<file path="src/hw/rtl/cfr_pkg.sv">
`timescale 1ns / 1ps
// ----------------------------------------------------------------------------
// cfr_pkg
// Shared types, constants and the crc-8 byte update for the frame receiver.
// ----------------------------------------------------------------------------
package cfr_pkg;

  localparam int unsigned BYTE_W  = 8;
  localparam int unsigned POS_W   = 9;
  localparam int unsigned CFG_IDX_W = 8;

  localparam logic [BYTE_W-1:0] CRC_POLY        = 8'h07;
  localparam logic [BYTE_W-1:0] SYNC_FIRST_RST  = 8'hA5;
  localparam logic [BYTE_W-1:0] SYNC_SECOND_RST = 8'h5A;
  localparam logic [POS_W-1:0]  SYNC_CHECK_POS  = 9'd4;

  // register indexes on the config port
  localparam logic [CFG_IDX_W-1:0] REG_SYNC_FIRST  = 8'd0;
  localparam logic [CFG_IDX_W-1:0] REG_SYNC_SECOND = 8'd1;

  typedef enum logic [1:0] {
    ST_HELD = 2'd0,
    ST_GOOD = 2'd1,
    ST_BAD  = 2'd2,
    ST_SYNC = 2'd3
  } cfr_status_t;

  typedef struct packed {
    logic [BYTE_W-1:0] data_byte;
    logic [POS_W-1:0]  byte_index;
    cfr_status_t       status;
    logic [BYTE_W-1:0] frame_command;
    logic [BYTE_W-1:0] payload_length;
  } cfr_result_t;

  // msb-first crc-8, no reflection, no final xor
  function automatic logic [BYTE_W-1:0] crc8_feed(input logic [BYTE_W-1:0] crc,
                                                   input logic [BYTE_W-1:0] b);
    logic [BYTE_W-1:0] c;
    c = crc ^ b;
    for (int k = 0; k < 8; k++) begin
      if (c[BYTE_W-1]) begin
        c = {c[BYTE_W-2:0], 1'b0} ^ CRC_POLY;
      end else begin
        c = {c[BYTE_W-2:0], 1'b0};
      end
    end
    return c;
  endfunction

endpackage

</file>
<file path="src/hw/rtl/cfr_in_reg.sv">
`timescale 1ns / 1ps
// ----------------------------------------------------------------------------
// cfr_in_reg
// Input register: captures one received byte and holds it until the
// deframer moves it on to the result register.
// ----------------------------------------------------------------------------
module cfr_in_reg (
  input  logic                       clk,
  input  logic                       rst_n,
  input  logic                       in_valid,
  input  logic [cfr_pkg::BYTE_W-1:0] in_rx_byte,
  output logic                       in_stall,
  input  logic                       advance,
  output logic                       byte_valid_r,
  output logic [cfr_pkg::BYTE_W-1:0] byte_r
);

  logic                       byte_valid_nxt;
  logic [cfr_pkg::BYTE_W-1:0] byte_nxt;
  logic                       load;

  // full and not draining this cycle
  assign in_stall = byte_valid_r & ~advance;
  assign load     = in_valid & ~in_stall;

  always_comb begin
    byte_valid_nxt = load | (byte_valid_r & ~advance);
    byte_nxt       = load ? in_rx_byte : byte_r;
  end

  always_ff @(posedge clk) begin
    if (!rst_n) begin
      byte_valid_r <= 1'b0;
    end else begin
      byte_valid_r <= byte_valid_nxt;
    end
  end

  always_ff @(posedge clk) begin
    byte_r <= byte_nxt;
  end

endmodule

</file>
<file path="src/hw/rtl/cfr_deframe.sv">
`timescale 1ns / 1ps
// ----------------------------------------------------------------------------
// cfr_deframe
// Frame tracking state, sync registers and crc, with the per-byte result
// worked out in one pass from the current state.
// ----------------------------------------------------------------------------
module cfr_deframe (
  input  logic                          clk,
  input  logic                          rst_n,
  input  logic                          cfg_wr_en,
  input  logic [cfr_pkg::CFG_IDX_W-1:0] cfg_index,
  input  logic [cfr_pkg::BYTE_W-1:0]    cfg_wdata,
  input  logic                          advance,
  input  logic [cfr_pkg::BYTE_W-1:0]    rx_byte,
  output cfr_pkg::cfr_result_t          result
);

  logic [cfr_pkg::BYTE_W-1:0] sync_first_r,  sync_first_nxt;
  logic [cfr_pkg::BYTE_W-1:0] sync_second_r, sync_second_nxt;
  logic [cfr_pkg::POS_W-1:0]  pos_r,         pos_nxt;
  logic                       first_match_r, first_match_nxt;
  logic                       second_match_r, second_match_nxt;
  logic [cfr_pkg::BYTE_W-1:0] cmd_r,         cmd_nxt;
  logic [cfr_pkg::BYTE_W-1:0] len_r,         len_nxt;
  logic [cfr_pkg::BYTE_W-1:0] crc_r,         crc_nxt;
  logic [cfr_pkg::BYTE_W-1:0] crc_fed;
  logic [cfr_pkg::POS_W-1:0]  end_pos;

  always_comb begin
    sync_first_nxt  = sync_first_r;
    sync_second_nxt = sync_second_r;
    if (cfg_wr_en) begin
      unique case (cfg_index)
        cfr_pkg::REG_SYNC_FIRST:  sync_first_nxt  = cfg_wdata;
        cfr_pkg::REG_SYNC_SECOND: sync_second_nxt = cfg_wdata;
        default: ;
      endcase
    end
  end

  assign crc_fed = cfr_pkg::crc8_feed(crc_r, rx_byte);
  // crc byte sits at sync check position plus payload length
  assign end_pos = cfr_pkg::SYNC_CHECK_POS + {1'b0, len_r};

  always_comb begin
    pos_nxt          = pos_r;
    first_match_nxt  = first_match_r;
    second_match_nxt = second_match_r;
    cmd_nxt          = cmd_r;
    len_nxt          = len_r;
    crc_nxt          = crc_r;

    result.data_byte      = rx_byte;
    result.byte_index     = pos_r;
    result.status         = cfr_pkg::ST_HELD;
    result.frame_command  = '0;
    result.payload_length = '0;

    if (pos_r == 9'd0) begin
      crc_nxt         = '0;
      first_match_nxt = (rx_byte == sync_first_r);
      pos_nxt         = 9'd1;
    end else if (pos_r == 9'd1) begin
      crc_nxt          = '0;
      second_match_nxt = (rx_byte == sync_second_r);
      pos_nxt          = 9'd2;
    end else if (pos_r == 9'd2) begin
      cmd_nxt = rx_byte;
      crc_nxt = crc_fed;
      pos_nxt = 9'd3;
    end else if (pos_r == 9'd3) begin
      len_nxt = rx_byte;
      crc_nxt = crc_fed;
      pos_nxt = cfr_pkg::SYNC_CHECK_POS;
    end else if (pos_r == cfr_pkg::SYNC_CHECK_POS && !(first_match_r && second_match_r)) begin
      // late sync check: drop the whole five-byte head
      result.status = cfr_pkg::ST_SYNC;
      pos_nxt       = '0;
      crc_nxt       = '0;
    end else if (pos_r >= end_pos) begin
      result.status         = (rx_byte == crc_r) ? cfr_pkg::ST_GOOD : cfr_pkg::ST_BAD;
      result.frame_command  = cmd_r;
      result.payload_length = len_r;
      pos_nxt               = '0;
      crc_nxt               = '0;
    end else begin
      crc_nxt = crc_fed;
      pos_nxt = pos_r + 9'd1;
    end
  end

  always_ff @(posedge clk) begin
    if (!rst_n) begin
      sync_first_r   <= cfr_pkg::SYNC_FIRST_RST;
      sync_second_r  <= cfr_pkg::SYNC_SECOND_RST;
      pos_r          <= '0;
      first_match_r  <= 1'b0;
      second_match_r <= 1'b0;
      cmd_r          <= '0;
      len_r          <= '0;
      crc_r          <= '0;
    end else begin
      sync_first_r  <= sync_first_nxt;
      sync_second_r <= sync_second_nxt;
      if (advance) begin
        pos_r          <= pos_nxt;
        first_match_r  <= first_match_nxt;
        second_match_r <= second_match_nxt;
        cmd_r          <= cmd_nxt;
        len_r          <= len_nxt;
        crc_r          <= crc_nxt;
      end
    end
  end

endmodule

</file>
<file path="src/hw/rtl/crc8_frame_receiver_unit.sv">
`timescale 1ns / 1ps
// ----------------------------------------------------------------------------
// crc8_frame_receiver_unit
// Sync/length/crc-8 frame receiver: echoes each byte with its frame index
// and a held / commit / drop status.
// ----------------------------------------------------------------------------
// Usage:
//   in_* channel: one received byte per item (in_valid / in_stall).
//   out_* channel: one result item per input item, in order, carrying the
//   byte, its index in the frame, a status and, on frame end, the command
//   and length bytes. the consumer keeps or drops echoed bytes by status.
//   cfg_*: plain write port for the two sync byte registers; write only
//   while no item is in flight.
// Pipeline: an accepted item passes the input register, then the result
//   register, where out_valid shows it. Throughput: one item per cycle while
//   out_stall is low, set by the combinational crc update feeding the frame
//   state registers.
// Reset: rst_n low clears the valid flags of both pipeline registers and the
//   frame state; sync registers return to 0xa5 and 0x5a.
// Stall: with out_stall high the result register holds, the input register
//   fills, then in_stall rises; nothing is lost or repeated.
// ----------------------------------------------------------------------------
module crc8_frame_receiver_unit (
  input  logic                          clk,
  input  logic                          rst_n,
  input  logic                          cfg_wr_en,
  input  logic [cfr_pkg::CFG_IDX_W-1:0] cfg_index,
  input  logic [cfr_pkg::BYTE_W-1:0]    cfg_wdata,
  input  logic                          in_valid,
  input  logic [cfr_pkg::BYTE_W-1:0]    in_rx_byte,
  output logic                          in_stall,
  output logic                          out_valid,
  input  logic                          out_stall,
  output logic [cfr_pkg::BYTE_W-1:0]    out_data_byte,
  output logic [cfr_pkg::POS_W-1:0]     out_byte_index,
  output logic [1:0]                    out_status,
  output logic [cfr_pkg::BYTE_W-1:0]    out_frame_command,
  output logic [cfr_pkg::BYTE_W-1:0]    out_payload_length
);

  logic                       byte_valid_r;
  logic [cfr_pkg::BYTE_W-1:0] byte_r;
  logic                       advance;
  cfr_pkg::cfr_result_t       result;
  cfr_pkg::cfr_result_t       out_res_r, out_res_nxt;
  logic                       out_valid_r, out_valid_nxt;

  // item moves on when the result register is empty or being taken
  assign advance = byte_valid_r & (~out_valid_r | ~out_stall);

  cfr_in_reg u_in_reg (
    .clk          (clk),
    .rst_n        (rst_n),
    .in_valid     (in_valid),
    .in_rx_byte   (in_rx_byte),
    .in_stall     (in_stall),
    .advance      (advance),
    .byte_valid_r (byte_valid_r),
    .byte_r       (byte_r)
  );

  cfr_deframe u_deframe (
    .clk       (clk),
    .rst_n     (rst_n),
    .cfg_wr_en (cfg_wr_en),
    .cfg_index (cfg_index),
    .cfg_wdata (cfg_wdata),
    .advance   (advance),
    .rx_byte   (byte_r),
    .result    (result)
  );

  always_comb begin
    out_valid_nxt = advance | (out_valid_r & out_stall);
    out_res_nxt   = advance ? result : out_res_r;
  end

  always_ff @(posedge clk) begin
    if (!rst_n) begin
      out_valid_r <= 1'b0;
    end else begin
      out_valid_r <= out_valid_nxt;
    end
  end

  always_ff @(posedge clk) begin
    out_res_r <= out_res_nxt;
  end

  assign out_valid          = out_valid_r;
  assign out_data_byte      = out_res_r.data_byte;
  assign out_byte_index     = out_res_r.byte_index;
  assign out_status         = out_res_r.status;
  assign out_frame_command  = out_res_r.frame_command;
  assign out_payload_length = out_res_r.payload_length;

`ifndef SYNTHESIS
  // sync drop is only reported at the sync check position
  a_sync_at_check: assert property (@(posedge clk) disable iff (!rst_n)
    out_valid && out_status == cfr_pkg::ST_SYNC |-> out_byte_index == cfr_pkg::SYNC_CHECK_POS)
    else $error("sync drop reported away from sync check position");

  // frame end lands exactly on the crc byte position
  a_end_pos: assert property (@(posedge clk) disable iff (!rst_n)
    out_valid && (out_status == cfr_pkg::ST_GOOD || out_status == cfr_pkg::ST_BAD)
    |-> out_byte_index == cfr_pkg::SYNC_CHECK_POS + {1'b0, out_payload_length})
    else $error("frame end at wrong byte index");

  // header fields are only shown on frame end
  a_held_clear: assert property (@(posedge clk) disable iff (!rst_n)
    out_valid && (out_status == cfr_pkg::ST_HELD || out_status == cfr_pkg::ST_SYNC)
    |-> out_frame_command == '0 && out_payload_length == '0)
    else $error("header fields leak on non-final item");

  // input side only blocks while the result side is blocked
  a_stall_cause: assert property (@(posedge clk) disable iff (!rst_n)
    in_stall |-> out_valid && out_stall)
    else $error("input stalled without output backpressure");
`endif

endmodule

</file>
<file path="config.mk">
export PLATFORM = sky130hd
export DESIGN_NAME = crc8_frame_receiver_unit
export DESIGN_NICKNAME = d
export VERILOG_FILES = /design/src/hw/rtl/cfr_pkg.sv /design/src/hw/rtl/cfr_in_reg.sv /design/src/hw/rtl/cfr_deframe.sv /design/src/hw/rtl/crc8_frame_receiver_unit.sv
export SDC_FILE = /design/constraint.sdc
export NUM_CORES = 1
export LEC_CHECK = 0
export BUFFER_PORTS_ARGS = -buffer_cell sky130_fd_sc_hd__buf_2
export CAP_MARGIN = 25
export CORE_MARGIN = 3
export CORE_UTILIZATION = 61
export CTS_CLUSTER_SIZE = 14
export DETAILED_ROUTE_END_ITERATION = 10
export PLACE_DENSITY = 0.85
export SYNTH_ARGS = -nofsm -noshare
export SYNTH_HDL_FRONTEND = slang
export SYNTH_SLANG_ARGS = --single-unit
</file>
<file path="constraint.sdc">
create_clock -name clk -period 4.5 [get_ports clk]
set_input_delay 0.675 -clock clk [delete_from_list [all_inputs] [get_ports clk]]
set_output_delay 0.675 -clock clk [all_outputs]
set_load 0.05 [all_outputs]
</file>
==> results of run 1 <==
metrics by stage:
step	std cells	instance area, um2
finish	550	4960
global route	550	4960
CTS	550	4960
detailed placement	534	4790
global placement	534	4790
floorplan	394	4430
final timing paths:
path,startpoint,endpoint,slack [ns],cells after the start
setup reg to reg,u_deframe.len_r[2],out_frame_command[4],1.50,8
setup / recovery,u_deframe.len_r[2],out_frame_command[4],1.50,8
hold / removal,u_deframe.crc_r[6],u_deframe.crc_r[6],0.47,2
hold reg to reg,u_deframe.crc_r[6],u_deframe.crc_r[6],0.47,2
cells in the final DEF, fill, tap and decap left out, types with 11 or more instances in the layout:
master / n
buf_2: 65
dfxtp_1: 53
edfxtp_1: 43
mux2i_1: 33
xnor2_1: 29
nor2b_1: 28
nand2_1: 27
nor2_1: 22
ha_1: 17
xor2_1: 16
and2_1: 16
nand4_1: 11
power by group through the flow:
stage                     clock (mW)  sequential, mW  combinational, mW
after floorplan                    0            1.01             0.0830
after global placement             0           0.969              0.160
after detailed placement           0           0.970              0.163
after CTS                      0.513           0.950              0.164
after global routing           0.558           0.952              0.175
final                          0.505           0.949              0.163
critical path, cell delays in order (launching register included):
cell      delay (ns)
dfxtp_1         0.43
ha_1            0.27
xnor2_1         0.16
ha_1            0.27
a211oi_1        0.23
o211ai_1        0.14
a21oi_1         0.63
nor2_1          0.36
and2_1          0.27
area by class of cell:
| type | instances | area, um2 | share of cell area (%) |
|---|---|---|---|
| multi-input combinational | 269 | 1960 | 39.5 |
| timing repair buffer | 66 | 333 | 6.71 |
| clock buffer | 11 | 131 | 2.65 |
| clock inverter | 5 | 41.3 | 0.832 |
| tap | 96 | 120 | 2.42 |
| inverter | 7 | 26.3 | 0.529 |
| sequential | 96 | 2350 | 47.4 |
cell families after synthesis:
group                    count (synthesis)  share of synthesized area, %
AO/OA/AOI/OAI                           36                          5.71
XOR/XNOR                                46                          9.41
adder cells (fa/ha/maj)                 17                          4.80
buffers and inverters                   29                          2.63
flip-flops                              96                          53.1
multiplexers                            35                          7.97
AND/OR/NAND/NOR                        135                          16.4
sequential cells by signal (all words and copies together) (netlist names):
name                      cells
u_deframe.cmd_r               8
u_deframe.first_match_r       1
out_data_byte                 8
u_deframe.crc_r               8
out_frame_command             8
u_deframe.second_match_r      1
out_payload_length            8
u_in_reg.byte_r               8
u_deframe.pos_r               9
out_status                    2
u_deframe.len_r               8
u_deframe.sync_second_r       8
out_valid                     1
out_byte_index                9
u_in_reg.byte_valid_r         1
u_deframe.sync_first_r        8
routing by layer:
layer	wire length, um	GRT usage [%]	vias to the layer above
li1	-	-	1496
met1	3780	28.9	1421
met2	4250	34.3	80
met3	402	5.80	14
met4	150	7.66	0
met5	0	0	-
==> impl_metrics.env, run 1 <==
export IMPL_cap_violations=0
export IMPL_postRouteAntennaNets=0
export IMPL_power_internal_mw=1.19
export IMPL_fillers=548
export IMPL_syn_inst=394
export IMPL_gr_total_overflow=0
export IMPL_fin_util_pct=71.9
export IMPL_required_ns=4.62
export IMPL_cts_root_buf="clkbuf_8"
export IMPL_clk_latency_ns=0.37
export IMPL_ys_flop_type="dfxtp_1"
export IMPL_p_total_mw=1.62
export IMPL_cts_hold_buf=0
export IMPL_critPathMaxFanout=15
export IMPL_grt_max_degree=44
export IMPL_drv_slew=0
export IMPL_dr_pass1_iters=4
export IMPL_postCtsSetupBuffers=0
export IMPL_power_density_nw_per_um2=326
export IMPL_dieArea_um2=8320
export IMPL_ys_top_cells_by_count="dfxtp_1 (53), edfxtp_1 (43), mux2i_1 (33), xnor2_1 (29), nor2b_1 (28)"
export IMPL_hp_class="flip-flop to flip-flop"
export IMPL_drc=0
export IMPL_slew_headroom_pct=50.0
export IMPL_h_tree_depth=3
export IMPL_die_w_um=91.2
export IMPL_timing_hold_ws_ns=0.474
export IMPL_cts_path_max_buffers=2
export IMPL_io_pins=66
export IMPL_outcome="finished, final reports clean"
export IMPL_power_frac_seq_pct=58.7
export IMPL_max_vdd_ir_drop_mv=0.233
export IMPL_grt_pass1_wl_um=14100
export IMPL_drt_iter0_markers=163
export IMPL_end_kind="flip-flop"
export IMPL_clkTransAtPathRegs_ns=0.09
export IMPL_synthMostInstantiatedCell="dfxtp_1"
export IMPL_synth_top_area_cell="edfxtp_1"
export IMPL_numCtsBuffers=9
export IMPL_cts_tree="done"
export IMPL_worst_pin_slew_ns=0.750
export IMPL_synth_edff_count=43
export IMPL_setup_tns_ns=0
export IMPL_nets=495
export IMPL_power_leakage_nw=2.00
export IMPL_track_usage_pct=21.7
export IMPL_vias=3011
export IMPL_area_delta_synth_final_pct=12.1
export IMPL_layout_drive_gt1_share_pct=18.5
export IMPL_critical_path_class="flip-flop to flip-flop"
export IMPL_seq_area_frac_synth_pct=53.1
export IMPL_synthArstFlopShare_pct=0
export IMPL_place_congestion=0.839
export IMPL_first_global_vias=2866
export IMPL_start_util_pct=64.1
export IMPL_synth_area_top_cells="edfxtp_1 (29%), dfxtp_1 (24%), mux2i_1 (7.5%)"
export IMPL_start_kind="flip-flop"
export IMPL_coreArea_um2=6910
export IMPL_num_antenna_cells=0
export IMPL_wl_per_cell_um=15.6
export IMPL_synth_avg_cell_area_um2=11.2
export IMPL_preCtsSetupSlack_ns=1.61
export IMPL_cts_num_sinks=96
export IMPL_power_frac_clock_pct=31.2
export IMPL_die_h_um=91.2
export IMPL_hold_violations=0
export IMPL_combPwrFrac_pct=10.1
export IMPL_vias_per_cell=5.47
export IMPL_setup_ws_ns=1.50
export IMPL_dp_hpwl_um=6030
export IMPL_antenna_found_initial=0
export IMPL_skew_ns=0.0108
export IMPL_port_buffers=65
export IMPL_ys_ff_latch=96
export IMPL_synth_nets=440
export IMPL_worstPathArrival_ns=3.12
export IMPL_netlist_area_um2=4430
export IMPL_timing_fmax_mhz=334
export IMPL_synth_distinct_cells=43
export IMPL_finalSetupViolCount=0
export IMPL_wirelength_um=8580
export IMPL_rsz0062_at_grt="false"
export IMPL_rows=30
export IMPL_fin_crit_sh_pct=66.6
export IMPL_synth_top_cell_area_share_pct=29.2
export IMPL_ys_warn_count=0
export IMPL_period_needed_ns=3.00
export IMPL_sw_frac_of_total_pct=26.4
export IMPL_p_switching_mw=0.427
export IMPL_cts_resized=0
No activity file was read; power rests on OpenSTA's default activity.
==> inputs of run 2 (changes only) <==
CORE_UTILIZATION = 51   (was 61)
PLACE_DENSITY = 0.75   (was 0.85)
clock period = 2.7 ns   (was 4.5 ns; I/O delays follow)
==> impl_metrics.env, run 2 (same netlist as run 1, synthesis figures left out) <==
export IMPL_outcome="finished with violations"
export IMPL_start_util_pct=53.1
export IMPL_postRouteAntennaNets=0
export IMPL_power_leakage_nw=2.09
export IMPL_clk_latency_ns=0.36
export IMPL_place_congestion=0.830
export IMPL_cts_num_sinks=96
export IMPL_r2r_cells=5
export IMPL_dr_pass1_iters=7
export IMPL_hold_violations=0
export IMPL_first_global_vias=3029
export IMPL_drc=1
export IMPL_power_density_nw_per_um2=559
export IMPL_critPathMaxFanout=9
export IMPL_rsz0062_at_grt="false"
export IMPL_antenna_found_initial=0
export IMPL_cts_tree="done"
export IMPL_start_kind="flip-flop"
export IMPL_grt_use_met1_pct=22.5
export IMPL_area_delta_synth_final_pct=15.7
export IMPL_end_kind="flip-flop"
export IMPL_io_pins=66
export IMPL_fin_cells=571
export IMPL_violations="DRC"
export IMPL_globalRouteMet3Util_pct=3.51
export IMPL_grt_max_degree=27
export IMPL_timing_fmax_mhz=404
export IMPL_track_usage_pct=18.1
export IMPL_numCtsBuffers=9
export IMPL_die_w_um=99.2
export IMPL_nets=507
export IMPL_die_h_um=99.2
export IMPL_gr_total_overflow=0
export IMPL_finalSetupViolCount=0
export IMPL_vias_per_cell=5.38
export IMPL_vias=3072
export IMPL_worstPathArrival_ns=2.73
export IMPL_gr_max_usage_layer="met2"
export IMPL_cap_violations=0
export IMPL_cts_path_max_buffers=2
export IMPL_use_met2_pct=31.8
export IMPL_skew_ns=0.0143
export IMPL_postCtsSetupBuffers=0
export IMPL_rrSetupSlack_ns=0.23
export IMPL_wirelength_um=8680
export IMPL_clkTransAtPathRegs_ns=0.11
export IMPL_critical_path_class="flip-flop to flip-flop"
export IMPL_period_needed_ns=2.47
export IMPL_h_tree_depth=3
export IMPL_holdPathStages=1
export IMPL_wl_per_cell_um=15.2
export IMPL_max_vdd_ir_drop_mv=0.274
export IMPL_slew_headroom_pct=56.5
export IMPL_hp_class="primary input to flip-flop"
export IMPL_dieArea_um2=9840
export IMPL_layout_drive_gt1_share_pct=21.5
export IMPL_rows=33
export IMPL_cts_root_buf="clkbuf_8"
export IMPL_numPlacedInstances=555
export IMPL_required_ns=2.96
export IMPL_final_common_cell="buf_2"
export IMPL_worst_pin_slew_ns=0.652
export IMPL_coreArea_um2=8340
export IMPL_most_common_layout_cells="buf_2 (65), dfxtp_1 (52), edfxtp_1 (43), mux2i_1 (33), xnor2_1 (29)"
export IMPL_port_buffers=65
export IMPL_drt_iter0_markers=133
export IMPL_fin_crit_sh_pct=91.6
export IMPL_num_antenna_cells=0
export IMPL_dp_hpwl_um=6380
export IMPL_grt_pass1_wl_um=14200
export IMPL_setup_tns_ns=0
export IMPL_drv_slew=0
==> run 2: cell count changes in the layout (fill, tap and decap cells not counted) <==
cell,delta
buf_4,+12
bufinv_16,+1
clkbuf_1,-2
clkinv_4,-1
clkinv_8,+2
clkinvlp_4,-1
dfxtp_1,-1
dfxtp_2,+1
ha_1,-1
ha_2,+1
inv_6,-1
inv_8,+2
==> run 2: critical path, stage by stage (launching register included) <==
cell	delay, ns
dfxtp_1	0.38
or4_4	0.58
or4_4	0.50
or4_1	0.44
mux2_1	0.33
and2_1	0.15
==> run 2: stage by stage <==
step	total power [mW]	cell area [um2]	util [%]	hold WS (ns)	setup slack, ns
after floorplan	1.81	4430	-	0.424	0.253
after global placement	1.89	4890	58.7	0.455	0.306
after detailed placement	1.89	4890	58.7	0.461	0.253
after CTS	2.89	5120	61.4	0.195	0.220
after global routing	2.97	5120	61.4	0.185	0.0497
final	2.86	5120	61.4	0.213	0.228
==> run 2: timing repair <==
action,4_1_cts,5_1_grt
hold endpoints to repair,0,0
resized for setup,0,2
endpoints found under the setup margin,0,1
hold buffers,0,0
==> run 2: area by class of cell <==
class,instances,area (um2)
Fill cell,680,3220
Sequential cell,96,2350
Multi-Input combinational cell,269,1960
Timing Repair Buffer,78,423
Tap cell,105,131
Clock buffer,9,124
Clock inverter,7,101
Inverter,7,26.3
==> run 2: routing by layer <==
layer | wire length, um | vias up | part of all wire (%)
met1 | 3770 | 1464 | 43
met2 | 4410 | 79 | 51
li1 | - | 1521 | -
met5 | 0 | - | 0
met4 | 94 | 0 | 1.1
met3 | 408 | 8 | 4.7
==> run 2: worst paths after layout <==
kind | from | end
min reg2reg | u_deframe.crc_r[1] | u_deframe.crc_r[1]
max | u_deframe.pos_r[3] | u_deframe.second_match_r
min | in_rx_byte[6] | u_in_reg.byte_r[6]
max reg2reg | u_deframe.pos_r[3] | u_deframe.second_match_r
==> run 2: power breakdown <==
part	total, mW	internal (mW)	switching [mW]
Combinational	0.280	0.0974	0.182
Sequential	1.58	1.55	0.0275
Clock	1.00	0.458	0.546
Total	2.86	2.11	0.755
==> inputs of run 3 (changes only) <==
--- a/config.mk
+++ b/config.mk
@@ -12,5 +12,5 @@
 export CTS_CLUSTER_SIZE = 14
 export DETAILED_ROUTE_END_ITERATION = 10
-export PLACE_DENSITY = 0.75
+export PLACE_DENSITY_LB_ADDON = 0.05
 export SYNTH_ARGS = -nofsm -noshare
 export SYNTH_HDL_FRONTEND = slang
==> constraint.sdc (replaced) <==
create_clock -name clk -period 2.7 [get_ports clk]
set_input_delay 0.54 -clock clk [delete_from_list [all_inputs] [get_ports clk]]
set_output_delay 0.54 -clock clk [all_outputs]
set_load 0.05 [all_outputs]
==> impl_metrics.env, run 3 (same netlist as run 1, synthesis figures left out) <==
export IMPL_outcome="finished, final reports clean"
export IMPL_setup_tns_ns=0
export IMPL_nets=511
export IMPL_seqCellArea_um2=2350
export IMPL_drv_slew=0
export IMPL_power_internal_mw=2.02
export IMPL_combPwrFrac_pct=10.1
export IMPL_place_congestion=0.802
export IMPL_critPathMaxFanout=9
export IMPL_area_delta_synth_final_pct=15.8
export IMPL_cts_tree="done"
export IMPL_port_buffers=65
export IMPL_gr_total_overflow=0
export IMPL_start_kind="flip-flop"
export IMPL_end_kind="flip-flop"
export IMPL_track_usage_pct=19.2
export IMPL_numCtsBuffers=9
export IMPL_coreArea_um2=8340
export IMPL_cts_num_sinks=96
export IMPL_num_antenna_cells=0
export IMPL_postRouteAntennaNets=0
export IMPL_wl_per_cell_um=15.2
export IMPL_drc=0
export IMPL_timing_rr_end="u_deframe.second_match_r"
export IMPL_cap_violations=0
export IMPL_vias=2991
export IMPL_slew_headroom_pct=54.2
export IMPL_fillers=711
export IMPL_power_leakage_nw=2.10
export IMPL_h_tree_depth=3
export IMPL_required_ns=2.96
export IMPL_worstPathArrival_ns=2.73
export IMPL_cts_root_buf="clkbuf_8"
export IMPL_setup_ws_ns=0.236
export IMPL_vias_per_cell=5.20
export IMPL_timing_hold_worst_start="in_rx_byte[2]"
export IMPL_rsz0062_at_grt="false"
export IMPL_clk_latency_ns=0.37
export IMPL_rrSetupSlack_ns=0.24
export IMPL_cts_resized=0
export IMPL_power_frac_clock_pct=33.5
export IMPL_sw_frac_of_total_pct=27.8
export IMPL_min_to="u_in_reg.byte_r[2]"
export IMPL_first_global_vias=2960
export IMPL_p_switching_mw=0.779
export IMPL_rows=33
export IMPL_finalSetupViolCount=0
export IMPL_power_density_nw_per_um2=546
export IMPL_cts_hold_buf=0
export IMPL_antenna_found_initial=0
export IMPL_grt_pass1_wl_um=14800
export IMPL_io_pins=66
export IMPL_multi_input_comb_area_um2=1960
export IMPL_dr_pass1_iters=5
export IMPL_holdPathStages=1
export IMPL_critical_path_class="flip-flop to flip-flop"
export IMPL_preCtsSetupSlack_ns=0.265
export IMPL_hp_class="primary input to flip-flop"
export IMPL_drt_iter0_markers=84
export IMPL_die_h_um=99.2
export IMPL_grt_max_degree=36
export IMPL_clkTransAtPathRegs_ns=0.11
export IMPL_worst_pin_slew_ns=0.686
export IMPL_max_vdd_ir_drop_mv=0.310
export IMPL_power_frac_seq_pct=56.4
export IMPL_layout_drive_gt1_share_pct=21.7
export IMPL_start_util_pct=53.1
export IMPL_most_common_layout_cells="buf_2 (65), dfxtp_1 (53), edfxtp_1 (43), mux2i_1 (33), xnor2_1 (29)"
export IMPL_period_needed_ns=2.46
export IMPL_dp_hpwl_um=6290
export IMPL_wirelength_um=8750
export IMPL_r2r_start="u_deframe.pos_r[3]"
export IMPL_die_w_um=99.2
export IMPL_final_common_cell="buf_2"
export IMPL_dieArea_um2=9840
export IMPL_hold_violations=0
export IMPL_timing_fmax_mhz=406
export IMPL_fin_crit_sh_pct=91.2
export IMPL_skew_ns=0.0128
export IMPL_postCtsSetupBuffers=0
export IMPL_r2r_cells=5
export IMPL_cts_path_max_buffers=2
-- run 3: cell types whose count changed in the layout (fill, tap and decap cells not counted), sizes merged --
cell / previous run / this run
bufinv: 1 / 0
inv: 9 / 11
buf: 78 / 82
clkinvlp: 1 / 0
-- run 3: routing by layer --
metal / vias up / part of all wire, % / GRT usage (%)
met3: 11 / 4.2 / 2.88
met4: 0 / 1.5 / 7.35
met5: - / 0 / 0
met1: 1397 / 46 / 26.0
met2: 59 / 49 / 31.2
li1: 1524 / - / -
-- run 3: cell type report --
type	count	area share (%)
multi-input combinational	269	38.2
tap	105	2.56
sequential	96	45.9
clock buffer	9	2.42
inverter	7	0.512
clock inverter	7	1.59
timing repair buffer	82	8.83
-- run 3: metrics by stage --
| stage | cells | power [mW] | hold slack [ns] | instance area, um2 | util, % |
|---|---|---|---|---|---|
| final | 575 | 2.80 | 0.336 | 5130 | 61.5 |
| after global routing | 575 | 2.92 | 0.315 | 5130 | 61.5 |
| after CTS | 575 | 2.84 | 0.322 | 5130 | 61.5 |
| after detailed placement | 559 | 1.90 | 0.458 | 4920 | 59.0 |
| after global placement | 559 | 1.90 | 0.455 | 4920 | 59.0 |
| after floorplan | 394 | 1.81 | 0.424 | 4430 | - |
-- run 3: power by group through the flow --
stage / combinational, mW / clock (mW) / sequential [mW]
6_report: 0.282 / 0.938 / 1.58
5_1_grt: 0.306 / 1.03 / 1.59
4_1_cts: 0.285 / 0.968 / 1.58
3_5_place_dp: 0.284 / 0 / 1.62
3_3_place_gp: 0.282 / 0 / 1.61
2_1_floorplan: 0.139 / 0 / 1.68
-- run 3: worst max-delay path by stage --
stage	startpoint	to	slack, ns	cells past startpoint
6_report	u_deframe.pos_r[3]	u_deframe.second_match_r	0.24	5
5_1_grt	u_deframe.len_r[2]	u_deframe.crc_r[5]	0.06	10
4_1_cts	u_deframe.pos_r[3]	u_deframe.second_match_r	0.24	5
3_5_place_dp	u_deframe.pos_r[3]	u_deframe.second_match_r	0.26	5
3_3_place_gp	u_deframe.pos_r[3]	u_deframe.second_match_r	0.29	5
2_1_floorplan	u_deframe.len_r[2]	out_frame_command[0]	0.25	9
-- run 3: worst max-delay path: stages (launching register included) --
cell,delay [ns]
dfxtp_1,0.39
or4_4,0.58
or4_4,0.50
or4_1,0.43
mux2_1,0.31
and2_1,0.15
